===== src/rtl/wtss_pkg.sv =====
// Shared types, widths and constants of the windowed trimmed sum smoother.
package wtss_pkg;

    localparam int WINDOW_DEPTH_DEF = 64;

    localparam int POS_W      = 32;
    localparam int SCORE_W    = 16;
    localparam int SPAN_W     = 24;
    localparam int PROBE_W    = 7;
    localparam int TRIM_W     = 7;
    localparam int SMOOTH_W   = 23;
    localparam int IN_DATA_W  = 48;
    localparam int OUT_DATA_W = 24;
    localparam int OUT_USER_W = 2;
    localparam int CFG_IDX_W  = 2;
    localparam int CFG_DATA_W = 24;

    localparam logic [SPAN_W-1:0]  SPAN_RST   = 24'd600;
    localparam logic [PROBE_W-1:0] PROBES_RST = 7'd10;
    localparam logic [TRIM_W-1:0]  TRIM_RST   = 7'd26;

    // saturation limits of the smoothed value
    localparam logic [31:0] SMOOTH_POS_MAX = 32'd4194303;
    localparam logic [31:0] SMOOTH_NEG_MAX = 32'd4194304;

    typedef enum logic [CFG_IDX_W-1:0] {
        CFG_SPAN   = 2'd0,
        CFG_PROBES = 2'd1,
        CFG_TRIM   = 2'd2
    } t_cfg_idx;

    typedef enum logic [4:0] {
        OP_NONE,
        OP_TAKE,
        OP_CPOS_RD,
        OP_CPOS_CAP,
        OP_SCAN_ST,
        OP_DROP,
        OP_WRITE,
        OP_CP_RD,
        OP_CP_CAP,
        OP_SCAN_E,
        OP_DEC,
        OP_SCAN_S,
        OP_NCALC,
        OP_NCHK,
        OP_LO,
        OP_RANK_RD,
        OP_RANK_CAP,
        OP_RANK_J,
        OP_RANK_ACC,
        OP_MAG,
        OP_A2,
        OP_SQ,
        OP_CMP,
        OP_OUT,
        OP_FIN
    } t_op;

    typedef enum logic [4:0] {
        ST_IDLE,
        ST_CPOS,
        ST_CPOS_W,
        ST_SCAN_ST,
        ST_DROP,
        ST_WRITE,
        ST_LOOP,
        ST_CP_W,
        ST_SCAN_E,
        ST_DEC,
        ST_SCAN_S,
        ST_NCALC,
        ST_NCHK,
        ST_LO,
        ST_RANK_I,
        ST_RANK_IW,
        ST_RANK_J,
        ST_RANK_ACC,
        ST_MAG,
        ST_A2,
        ST_SQ,
        ST_CMP,
        ST_OUT,
        ST_FIN
    } t_state;

    typedef struct packed {
        t_op  op;
        logic take;
    } t_cmd;

    typedef struct packed {
        logic pc_lt_fill;
        logic scan_done;
        logic e_lt_fill;
        logic last;
        logic full;
        logic pc_zero;
        logic n_ok;
        logic i_last;
        logic bit_zero;
        logic out_free;
    } t_stat;

endpackage


===== src/rtl/wtss_ctrl.sv =====
// Sequencer of the smoother: steps the datapath through one input beat.
module wtss_ctrl (
    input  logic            i_clk,
    input  logic            i_rst_n,
    input  logic            i_s_tvalid,
    output logic            o_s_tready,
    input  wtss_pkg::t_stat i_stat,
    output wtss_pkg::t_cmd  o_cmd
);

    wtss_pkg::t_state r_state, n_state;

    always_ff @(posedge i_clk) begin
        if (!i_rst_n) begin
            r_state <= wtss_pkg::ST_IDLE;
        end else begin
            r_state <= n_state;
        end
    end

    always_comb begin
        n_state    = r_state;
        o_cmd.op   = wtss_pkg::OP_NONE;
        o_cmd.take = 1'b0;
        o_s_tready = 1'b0;
        unique case (r_state)
            wtss_pkg::ST_IDLE: begin
                o_s_tready = 1'b1;
                if (i_s_tvalid) begin
                    o_cmd.op   = wtss_pkg::OP_TAKE;
                    o_cmd.take = 1'b1;
                    n_state    = wtss_pkg::ST_CPOS;
                end
            end
            wtss_pkg::ST_CPOS: begin
                o_cmd.op = wtss_pkg::OP_CPOS_RD;
                n_state  = wtss_pkg::ST_CPOS_W;
            end
            wtss_pkg::ST_CPOS_W: begin
                o_cmd.op = wtss_pkg::OP_CPOS_CAP;
                n_state  = wtss_pkg::ST_SCAN_ST;
            end
            wtss_pkg::ST_SCAN_ST: begin
                o_cmd.op = wtss_pkg::OP_SCAN_ST;
                if (i_stat.scan_done) n_state = wtss_pkg::ST_DROP;
            end
            wtss_pkg::ST_DROP: begin
                o_cmd.op = wtss_pkg::OP_DROP;
                n_state  = wtss_pkg::ST_WRITE;
            end
            wtss_pkg::ST_WRITE: begin
                o_cmd.op = wtss_pkg::OP_WRITE;
                n_state  = wtss_pkg::ST_LOOP;
            end
            wtss_pkg::ST_LOOP: begin
                if (i_stat.pc_lt_fill) begin
                    o_cmd.op = wtss_pkg::OP_CP_RD;
                    n_state  = wtss_pkg::ST_CP_W;
                end else begin
                    n_state  = wtss_pkg::ST_FIN;
                end
            end
            wtss_pkg::ST_CP_W: begin
                o_cmd.op = wtss_pkg::OP_CP_CAP;
                n_state  = wtss_pkg::ST_SCAN_E;
            end
            wtss_pkg::ST_SCAN_E: begin
                o_cmd.op = wtss_pkg::OP_SCAN_E;
                if (i_stat.scan_done) n_state = wtss_pkg::ST_DEC;
            end
            wtss_pkg::ST_DEC: begin
                o_cmd.op = wtss_pkg::OP_DEC;
                if (i_stat.e_lt_fill || i_stat.last || (i_stat.full && i_stat.pc_zero)) begin
                    n_state = wtss_pkg::ST_SCAN_S;
                end else begin
                    n_state = wtss_pkg::ST_FIN;
                end
            end
            wtss_pkg::ST_SCAN_S: begin
                o_cmd.op = wtss_pkg::OP_SCAN_S;
                if (i_stat.scan_done) n_state = wtss_pkg::ST_NCALC;
            end
            wtss_pkg::ST_NCALC: begin
                o_cmd.op = wtss_pkg::OP_NCALC;
                n_state  = wtss_pkg::ST_NCHK;
            end
            wtss_pkg::ST_NCHK: begin
                o_cmd.op = wtss_pkg::OP_NCHK;
                n_state  = i_stat.n_ok ? wtss_pkg::ST_LO : wtss_pkg::ST_OUT;
            end
            wtss_pkg::ST_LO: begin
                o_cmd.op = wtss_pkg::OP_LO;
                n_state  = wtss_pkg::ST_RANK_I;
            end
            wtss_pkg::ST_RANK_I: begin
                o_cmd.op = wtss_pkg::OP_RANK_RD;
                n_state  = wtss_pkg::ST_RANK_IW;
            end
            wtss_pkg::ST_RANK_IW: begin
                o_cmd.op = wtss_pkg::OP_RANK_CAP;
                n_state  = wtss_pkg::ST_RANK_J;
            end
            wtss_pkg::ST_RANK_J: begin
                o_cmd.op = wtss_pkg::OP_RANK_J;
                if (i_stat.scan_done) n_state = wtss_pkg::ST_RANK_ACC;
            end
            wtss_pkg::ST_RANK_ACC: begin
                o_cmd.op = wtss_pkg::OP_RANK_ACC;
                n_state  = i_stat.i_last ? wtss_pkg::ST_MAG : wtss_pkg::ST_RANK_I;
            end
            wtss_pkg::ST_MAG: begin
                o_cmd.op = wtss_pkg::OP_MAG;
                n_state  = wtss_pkg::ST_A2;
            end
            wtss_pkg::ST_A2: begin
                o_cmd.op = wtss_pkg::OP_A2;
                n_state  = wtss_pkg::ST_SQ;
            end
            wtss_pkg::ST_SQ: begin
                o_cmd.op = wtss_pkg::OP_SQ;
                n_state  = wtss_pkg::ST_CMP;
            end
            wtss_pkg::ST_CMP: begin
                o_cmd.op = wtss_pkg::OP_CMP;
                n_state  = i_stat.bit_zero ? wtss_pkg::ST_OUT : wtss_pkg::ST_SQ;
            end
            wtss_pkg::ST_OUT: begin
                o_cmd.op = wtss_pkg::OP_OUT;
                if (i_stat.out_free) n_state = wtss_pkg::ST_LOOP;
            end
            wtss_pkg::ST_FIN: begin
                o_cmd.op = wtss_pkg::OP_FIN;
                n_state  = wtss_pkg::ST_IDLE;
            end
            default: begin
                n_state = wtss_pkg::ST_IDLE;
            end
        endcase
    end

endmodule


===== config.mk =====
export PLATFORM = sky130hd
export DESIGN_NAME = wtss_ctrl
export DESIGN_NICKNAME = d
export VERILOG_FILES = /design/src/rtl/wtss_pkg.sv /design/src/rtl/wtss_ctrl.sv
export SDC_FILE = /design/constraint.sdc
export NUM_CORES = 1
export LEC_CHECK = 0
export BUFFER_PORTS_ARGS = -buffer_cell sky130_fd_sc_hd__buf_2
export CAP_MARGIN = 40
export CORE_MARGIN = 2
export CORE_UTILIZATION = 30
export CTS_BUF_LIST = sky130_fd_sc_hd__clkbuf_4
export CTS_CLUSTER_SIZE = 24
export DETAILED_ROUTE_END_ITERATION = 12
export SLEW_MARGIN = 0
export SYNTH_ARGS = -nofsm -noshare
export SYNTH_HDL_FRONTEND = slang
export SYNTH_SLANG_ARGS = --single-unit

===== constraint.sdc =====
create_clock -name i_clk -period 1.8 [get_ports i_clk]
set_input_delay 0.27 -clock i_clk [delete_from_list [all_inputs] [get_ports i_clk]]
set_output_delay 0.27 -clock i_clk [all_outputs]
set_load 0.005 [all_outputs]

==> metrics.md, run 1 <==
| Metric | Value |
|---|---|
| Outcome | finished, final reports clean |
| Ports | 20 |
| Cell Pwr Density | ~560 nW/um2 |
| Cells after synthesis | ~100 |
| Max Root-Sink Buffers | 2 |
| Vias in the first global route | 703 |
| Netlist cell types | between 40 and 50 |
| Startpoint types | flop |
| CTS tree | built |
| Overall power | about 0.48 mW |
| Worst path required time | 1.53 ns |
| DIE WIDTH | 50.9 um |
| DRC violations left | 0 |
| Avg Cell Area, Syn | about 6.5 um2 |
| Hold buffers post-CTS | 0 |
| Arrival @ worst endpoint | about 1.4 ns |
| Global route total overflow | 0 |
| CP max-delay cell | dfxtp_2 |
| Most common cell after layout, fill and taps aside | buf_2 |
| Setup slack, reg-to-reg | about 0.20 ns |
| Max Clk Rate | 585 MHz |
| TritonCTS Buffers | 3 |
| VDD IR max | 0.260 mV |
| Synth Area in Compound Gates | between 30% and 40% |
| Initial Util | about a third |
| Hold Fails Final Rpt | 0 |
| Initial antenna violation count | 0 |
| Final setup violation count | 0 |
| DP Area | ~800 um2 |
| H-Tree Depth | 1 |
| Post-CTS sizing | 0 |
| First-pass GRT wire length | 3130 um |
| Largest stage delay, worst path | around 0.37 ns |
| Ant diodes | 0 |
| Detailed Place HPWL | approximately 1500 um |
| Post-Synth XOR/XNOR Area | 0% |
| Filler instances | 214 |
| ANT nets after route | 0 |
| Clk root buf | clkbuf_4 |
| All-Layer GR Usage | between 15 and 20% |
| DP Cell Count | 146 |
| Minimum clock period | 1.71 ns |
| Final setup TNS | 0 ns |
| Worst min path class | in2reg |
| Drt wl/cell | around 12 um |
| Max FO, Critical Path | 13 |
| Main combinational cell family by area after synthesis | compound AO/OA/AOI/OAI gates |
| RSZ-0062 raised after global routing | false |
| Post CTS Setup Buffer Count | 0 |
| Post-route clock period utilization | 95.0% |
| PortBufs | 19 |
| WS Path Type | reg2out |
| Synth Warn # | 0 |
| Syn nets | roughly 110 |
| Row Count | 16 |
| Register area share after synthesis | 15.2% |
| Final nets | 137 |
| Biggest registers after layout | r_state: 5 flops |
| DIE AREA | 2590 um2 |
| RePlAce Congestion | 0.872 |
| Area Overhead vs Synth | 28.2% |
| Post-Synth Adder-Cell Area | 0% |
| Setup WS pre-CTS | 0.189 ns |
| Core ar. | 2020 um2 |
| Worst path cell trace | buf_4 -> or2_2 -> o22ai_1 -> a21oi_1 -> buf_2 |
| Hold slack | approximately 0.24 ns |
| Static Leak | between 0.3 and 0.4 nW |
| Clk_skew | 0.00159 ns |
| Reg area | 103 um2 |
| Setup ws final | 0.0893 ns |
| Clk slew on worst S/H paths | 0.04 ns |
| Share of post-route cells with drive strength above 1 | 33.3% |
| Yosys reg bits | 5 |
| Max-cap viol count | 0 |
| Cell area after layout | 847 um2 |
| Slew headroom | 70.4% |
| Via Count | 822 |
| Proportion of synthesized area in mux cells | 3.22% |
| Die H | ~51 um |
| Largest Register | r_state |
| Number of flip-flops in the largest register | 5 |
| Area taken by multi-input logic gates | 510 um2 |
| Worst Tran Pin Value | 0.433 ns |
| Synth Area in Simple Gates | 35.0% |
| Fin cells | 150 |
| Post-layout util | 41.9% |
| Synthesized area | 661 um2 |
| DRT Wirelength | 1850 um |
| Vias per cell | 5.48 |
| Final Max Tran Viols | 0 |
| Initial drt markers | 45 |
| Clock sinks | 5 |
| Worst-Skew Late Latency | 0.24 ns |
| Drt pass-1 iters | 4 |
| Pin count of the biggest net entering global routing | 15 |
| Worst setup EP type | output port |
| Most frequent cells in the layout | 19 x buf_2, 10 x nand2_1, 9 x a21oi_1, 9 x nor2_1, 8 x buf_4 |
-- area by class of cell --
type	instances	share of cell area, %
multi-input cells	83	60.3
repair buffers	27	18.3
flip-flops and latches	5	12.1
well taps	27	3.99
clock buffers	4	3.55
inverters	4	1.77
-- critical path, delay by kind of cell, from the launching register on --
kind / cells / cell delay [ns]
flops: 1 / 0.37
compound gates: 2 / 0.22
simple gates: 1 / 0.29
buf+inv: 2 / 0.31
-- layer usage --
layer / up-vias / global-route usage (%) / routed length [um]
met5: - / 0 / 0
met4: 0 / 7.21 / 29
met3: 6 / 3.51 / 119
met2: 27 / 24.0 / 884
met1: 370 / 20.6 / 819
li1: 419 / - / -
-- cell families (layout without fill, tap and decap cells) --
group,Yosys count,after routing
mux,2,2
compound gates,37,37
simple gates,44,44
buf+inv,13,35
flops,5,5
-- cell usage after synthesis --
cell        n  area (um2)
a21boi_1    1        7.51
mux2_2      1        11.3
o221a_2     1        11.3
nor3_1      4        20.0
dfxtp_1     5         100
o22ai_1     2        12.5
inv_1       2        7.51
o21a_1      1        7.51
nand2_1    10        37.5
a311oi_1    1        8.76
a21o_1      1        7.51
o21ai_0     5        25.0
clkbuf_1    2        7.51
nor4_1      2        12.5
nor2_1      9        33.8
or3_1       2        12.5
or4b_1      1        10.0
or2_0       1        6.26
and2_1      2        12.5
and2b_1     1        7.51
o2111ai_1   1        8.76
buf_2       4        20.0
o221ai_1    1        8.76
nand3b_1    1        7.51
or2_4       1        8.76
nand3_1     2        10.0
a211oi_1    2        15.0
a211o_1     1        8.76
inv_2       2        7.51
a32oi_1     1        8.76
mux2i_1     1        10.0
o41ai_1     1        8.76
a2bb2oi_1   1        8.76
buf_6       1        11.3
nand2b_1    3        18.8
and3b_1     1        8.76
a31oi_1     4        25.0
a21oi_1     9        45.0
o21ai_1     1        5.00
nand4_1     2        12.5
nor2b_1     1        6.26
o21bai_1    2        15.0
or2_2       1        6.26
a2111oi_0   1        8.76
buf_1       2        7.51
-- final timing paths --
| check | startpoint | endpoint | cells past startpoint |
|---|---|---|---|
| setup / recovery | r_state[1] | o_cmd[1] | 5 |
| setup reg to reg | r_state[0] | r_state[0] | 6 |
| hold reg to reg | r_state[4] | r_state[2] | 3 |
| hold / removal | i_rst_n | r_state[1] | 2 |
-- report_power, final --
part	switching [mW]	internal (mW)
Clock	0.0454	0.0988
Combinational	0.0943	0.0973
Sequential	0.0226	0.120
(Power assumes the default switching activity.)
==> run 2: changes to the inputs <==
clock period = 1.6 ns   (was 1.8 ns; I/O delays follow)
==> metrics.md, run 2 (synthesis results as in run 1) <==
| Metric | Value |
|---|---|
| Overall power | 0.616 mW (+29%) |
| DIE WIDTH | 50.9 um (unchanged) |
| Share of post-route cells with drive strength above 1 | 44.8% (+11 points) |
| Max-cap viol count | 0 (unchanged) |
| Vias per cell | 5.44 (-0.71%) |
| Hold path startpoint | i_rst_n |
| Worst setup startpoint | r_state[0] |
| First-pass GRT wire length | 3290 um (+5.3%) |
| Worst Tran Pin Value | 0.381 ns (-0.0527 ns) |
| Minimum clock period | 1.57 ns |
| Hold Fails Final Rpt | 0 (unchanged) |
| Number of flip-flops in the largest register | 5 (unchanged) |
| Static Leak | 0.429 nW (+19%) |
| Arrival @ worst endpoint | 1.75 ns (+0.31 ns) |
| Vias in the first global route | 766 (+9.0%) |
| Worst path required time | 1.78 ns (+0.25 ns) |
| ANT nets after route | 0 (unchanged) |
| Clk slew on worst S/H paths | 0.04 ns (about the same) |
| Drt pass-1 iters | 4 (unchanged) |
| Worst setup EP type | flop |
| Max Clk Rate | 636 MHz |
| DRC violations left | 0 (unchanged) |
| Worst min path class | in2reg |
| Cell Pwr Density | 613 nW/um2 (+8.6%) |
| Setup slack, reg-to-reg | 0.03 ns (-0.17 ns) |
| Pin count of the biggest net entering global routing | 19 (+4) |
| CP max-delay cell | or4b_4 |
| Largest Register | r_state |
| Initial drt markers | 15 (-67%) |
| Clk root buf | clkbuf_4 |
| Max FO, Critical Path | 7 (-6) |
| Clk_skew | 0.00124 ns (-0.000346 ns) |
| Max Root-Sink Buffers | 2 (unchanged) |
| Die H | 50.9 um (unchanged) |
| PortBufs | 19 (unchanged) |
| Worst-Skew Late Latency | 0.25 ns (about the same) |
| Global route total overflow | 0 (unchanged) |
| Setup WS pre-CTS | 0.0290 ns (-0.160 ns) |
| Final nets | 148 (+8.0%) |
| Row Count | 16 (unchanged) |
| All-Layer GR Usage | 16.3% (+0.66 points) |
| Area Overhead vs Synth | 52.1% |
| Via Count | 876 (+6.6%) |
| Ports | 20 (unchanged) |
| Cell area after layout | 1000 um2 (+19%) |
| Initial antenna violation count | 0 (unchanged) |
| WP buf/inv | 0 (-2) |
| Slew headroom | 74.0% (+3.6 points) |
| DRT Wirelength | 2100 um (+13%) |
| Initial Util | 32.7% (unchanged) |
| RePlAce Congestion | 0.880 (+1.0%) |
| Hold slack | 0.224 ns (-0.0193 ns) |
| TritonCTS Buffers | 3 (unchanged) |
| Startpoint types | flop |
| WS Path Type | reg2reg |
| DP Area | 848 um2 (+5.6%) |
| VDD IR max | 0.301 mV (+16%) |
| H-Tree Depth | 1 (unchanged) |
| CTS tree | built |
| DIE AREA | 2590 um2 (unchanged) |
| Most frequent cells in the layout | 19 x buf_2, 14 x buf_4, 10 x nand2_1 |
| Setup ws final | 0.0278 ns (-0.0614 ns) |
| Core ar. | 2020 um2 (unchanged) |
| Final Max Tran Viols | 0 (unchanged) |
| Ant diodes | 0 (unchanged) |
| Most common cell after layout, fill and taps aside | buf_2 |
| Biggest registers after layout | r_state: 5 flops |
| Top cell by count, worst path | or2_4 |
| Post-route clock period utilization | 98.3% |
| Worst path cell trace | or2_4 -> or2_4 -> or4b_4 -> a21oi_2 |
| Detailed Place HPWL | 1500 um (+1.2%) |
| Final setup violation count | 0 (unchanged) |
| Largest stage delay, worst path | 0.51 ns (+0.14 ns) |
| Crit-path leading delay family | simple AND/OR/NAND/NOR gates |
| Reg2Reg Launch Point | r_state[0] |
| Clock sinks | 5 (unchanged) |
| Drt wl/cell | 13.0 um (+5.4%) |
| Outcome | finished, final reports clean |
[run 2: path summary, 6_finish.rpt]
check	to	cells past startpoint
hold reg to reg	r_state[0]	3
setup reg to reg	r_state[2]	4
setup / recovery	r_state[2]	4
hold / removal	r_state[1]	2
[run 2: metal layers]
metal / global-route usage [%] / up-vias / wire length [um] / share of wire (%)
li1: - / 445 / - / -
met1: 20.7 / 401 / 938 / 45
met2: 27.5 / 24 / 1040 / 50
met3: 2.92 / 6 / 78 / 3.7
met4: 5.41 / 0 / 40 / 1.9
met5: 0 / - / 0 / 0
[run 2: final cells by class]
| class | instances | area (um2) |
|---|---|---|
| clock buffers | 4 | 30.0 |
| fillers | 192 | 1020 |
| inverters | 4 | 15.0 |
| multi-input cells | 83 | 552 |
| flip-flops and latches | 5 | 115 |
| well taps | 27 | 33.8 |
| repair buffers | 38 | 259 |
[run 2: worst reg2reg max path, stage by stage, from the launching register on]
cell and delay, ns:
dfxtp_4 0.36, or2_4 0.28, or2_4 0.24, or4b_4 0.51
a21oi_2 0.12
[run 2: power by group]
part           total (mW)  internal (mW)  switching, mW
Clock               0.168          0.112         0.0566
Combinational       0.297          0.157          0.140
Sequential          0.151          0.134         0.0168
Total               0.616          0.403          0.213
[run 2: repair_timing]
item / in CTS / in global routing
endpoints found under the setup margin: 7 / 7
pin swaps: 1 / 8
hold buffers: 0 / 0
gates cloned: 0 / 0
resized for setup: 12 / 14
setup buffers: 2 / 3
[run 2: metrics by stage]
| stage | util (%) | instances | TNS (ns) |
|---|---|---|---|
| after global routing | 49.7 | 161 | -0.0318 |
| after CTS | 46.1 | 158 | -0.0104 |
| after global placement | 42.0 | 152 | 0 |
| after detailed placement | 42.0 | 152 | 0 |
| final | 49.7 | 161 | 0 |
| after floorplan | - | 101 | 0 |
==> run 3: changes to the inputs <==
CORE_UTILIZATION = 42   (was 30)
PLACE_DENSITY = 0.67   (was not set)
==> metrics.md, run 3 (synthesis results as in run 1) <==
| Metric | Value |
|---|---|
| Outcome | finished, final reports clean |
| Initial Util | 44.4% (+12 points) |
| Share of post-route cells with drive strength above 1 | 40.8% (-4.0 points) |
| DIE WIDTH | 43.7 um (-14%) |
| Minimum clock period | 1.56 ns (-0.00781 ns) |
| CTS tree | built |
| Initial antenna violation count | 0 (unchanged) |
| Arrival @ worst endpoint | 1.32 ns (-0.43 ns) |
| Ant diodes | 0 (unchanged) |
| Max Clk Rate | 639 MHz (+0.50%) |
| Vias in the first global route | 750 (-2.1%) |
| DRC violations left | 0 (unchanged) |
| Worst setup EP type | output port |
| Detailed Place HPWL | 1510 um (+0.41%) |
| Hold Fails Final Rpt | 0 (unchanged) |
| Ports | 20 (unchanged) |
| WS Path Type | reg2out |
| Max Root-Sink Buffers | 2 (unchanged) |
| Worst path required time | 1.36 ns (-0.42 ns) |
| Most frequent cells in the layout | 19 x buf_2, 12 x buf_4, 10 x nand2_1 |
| Max FO, Critical Path | 16 (+9) |
| Core ar. | 1490 um2 (-26%) |
| ANT nets after route | 0 (unchanged) |
| PortBufs | 19 (unchanged) |
| Final nets | 144 (-2.7%) |
| TritonCTS Buffers | 3 (unchanged) |
| Post-route clock period utilization | 97.8% (-0.49 points) |
| Global route total overflow | 0 (unchanged) |
| Vias per cell | 6.06 (+11%) |
| Cell Pwr Density | 627 nW/um2 (+2.2%) |
| Clk root buf | clkbuf_4 |
| First-pass GRT wire length | 3260 um (-1.1%) |
| H-Tree Depth | 1 (unchanged) |
| Row Count | 14 (-2) |
| Drt wl/cell | 14.1 um (+8.1%) |
| DIE AREA | 1910 um2 (-26%) |
| All-Layer GR Usage | 22.8% (+6.5 points) |
| Final setup TNS | 0 ns (unchanged) |
| Final Max Tran Viols | 0 (unchanged) |
| Static Leak | 0.405 nW (-5.7%) |
| DRT Wirelength | 2050 um (-2.0%) |
| Initial drt markers | 25 (+10) |
| RePlAce Congestion | 0.890 (+1.1%) |
| Die H | 43.7 um (-14%) |
| Slew headroom | 75.3% (+1.3 points) |
| Final setup violation count | 0 (unchanged) |
| Largest Register | r_state |
| Clk_skew | 0.00321 ns (+0.00197 ns) |
| Area Overhead vs Synth | 41.1% |
| Cell area after layout | 932 um2 (-7.2%) |
| Hold buffers post-CTS | 0 (unchanged) |
| Filler instances | 143 (-26%) |
| Pin count of the biggest net entering global routing | 19 (unchanged) |
| Number of flip-flops in the largest register | 5 (unchanged) |
| Drt pass-1 iters | 4 (unchanged) |
| Worst min path class | in2reg |
| Clock sinks | 5 (unchanged) |
| Startpoint types | flop |
| Via Count | 885 (+1.0%) |
| Biggest registers after layout | r_state: 5 flops |
| Worst-Skew Late Latency | 0.25 ns (about the same) |
| Clk slew on worst S/H paths | 0.05 ns (about the same) |
| Most common cell after layout, fill and taps aside | buf_2 |
| Max-cap viol count | 0 (unchanged) |
| VDD IR max | 0.488 mV (+62%) |
| DP Area | 820 um2 (-3.4%) |
| Worst Tran Pin Value | 0.366 ns (-0.0142 ns) |
## run 3: cell count changes in the layout (fill, tap and decap cells not counted), sizes merged
cell / before / now
buf: 37 / 34
clkbuf: 5 / 4
## run 3: cell type report
class | count | area, um2 | area share, %
inverter | 4 | 15.0 | 1.61
multi-input combinational | 83 | 539 | 57.9
timing repair buffer | 34 | 219 | 23.5
sequential | 5 | 109 | 11.7
tap | 16 | 20.0 | 2.15
clock buffer | 4 | 30.0 | 3.22
## run 3: per-layer routing
| metal | part of all wire [%] | global-route usage (%) | up-vias |
|---|---|---|---|
| li1 | - | - | 435 |
| met1 | 40 | 27.5 | 400 |
| met2 | 49 | 37.6 | 44 |
| met3 | 8.5 | 2.50 | 6 |
| met4 | 2.4 | 15.2 | 0 |
| met5 | 0 | 0 | - |
## run 3: power breakdown
group          internal (mW)  leakage, nW  total, mW  switching [mW]
Combinational          0.135        0.344      0.269           0.134
Sequential             0.134       0.0426      0.147          0.0128
Clock                  0.111       0.0184      0.168          0.0565
Total                  0.380        0.405      0.584           0.204
## run 3: path summary, 6_finish.rpt
path                            startpoint          to  slack [ns]  cells after the start
worst min-delay path               i_rst_n  r_state[1]        0.21                      2
worst max-delay path            r_state[3]    o_cmd[3]        0.04                      5
worst max register to register  r_state[3]  r_state[0]        0.06                      6
worst min register to register  r_state[2]  r_state[0]        0.60                      3
## run 3: stage by stage
| step | std cells | util, % | total power, mW | worst slack [ns] | hold WS (ns) |
|---|---|---|---|---|---|
| floorplan | 101 | - | 0.300 | 0.0820 | 0.358 |
| global placement | 139 | 55.0 | 0.394 | 0.0798 | 0.467 |
| detailed placement | 139 | 55.0 | 0.396 | 0.0490 | 0.466 |
| CTS | 145 | 59.7 | 0.568 | 0.000469 | 0.214 |
| global route | 146 | 62.6 | 0.620 | -0.0401 | 0.219 |
| finish | 146 | 62.6 | 0.584 | 0.0356 | 0.212 |
## run 3: worst max-delay path, stage by stage (launching register included)
cell     delay (ns)
dfxtp_1        0.33
buf_6          0.16
nor3_4         0.17
nor2_1         0.06
o221a_2        0.24
buf_2          0.12
## run 3: what timing repair did
| action | CTS | global route |
|---|---|---|
| buffers inserted | 2 | 1 |
| pin swaps | 2 | 1 |
| gates resized for setup | 9 | 9 |
| setup endpoints to repair | 6 | 9 |
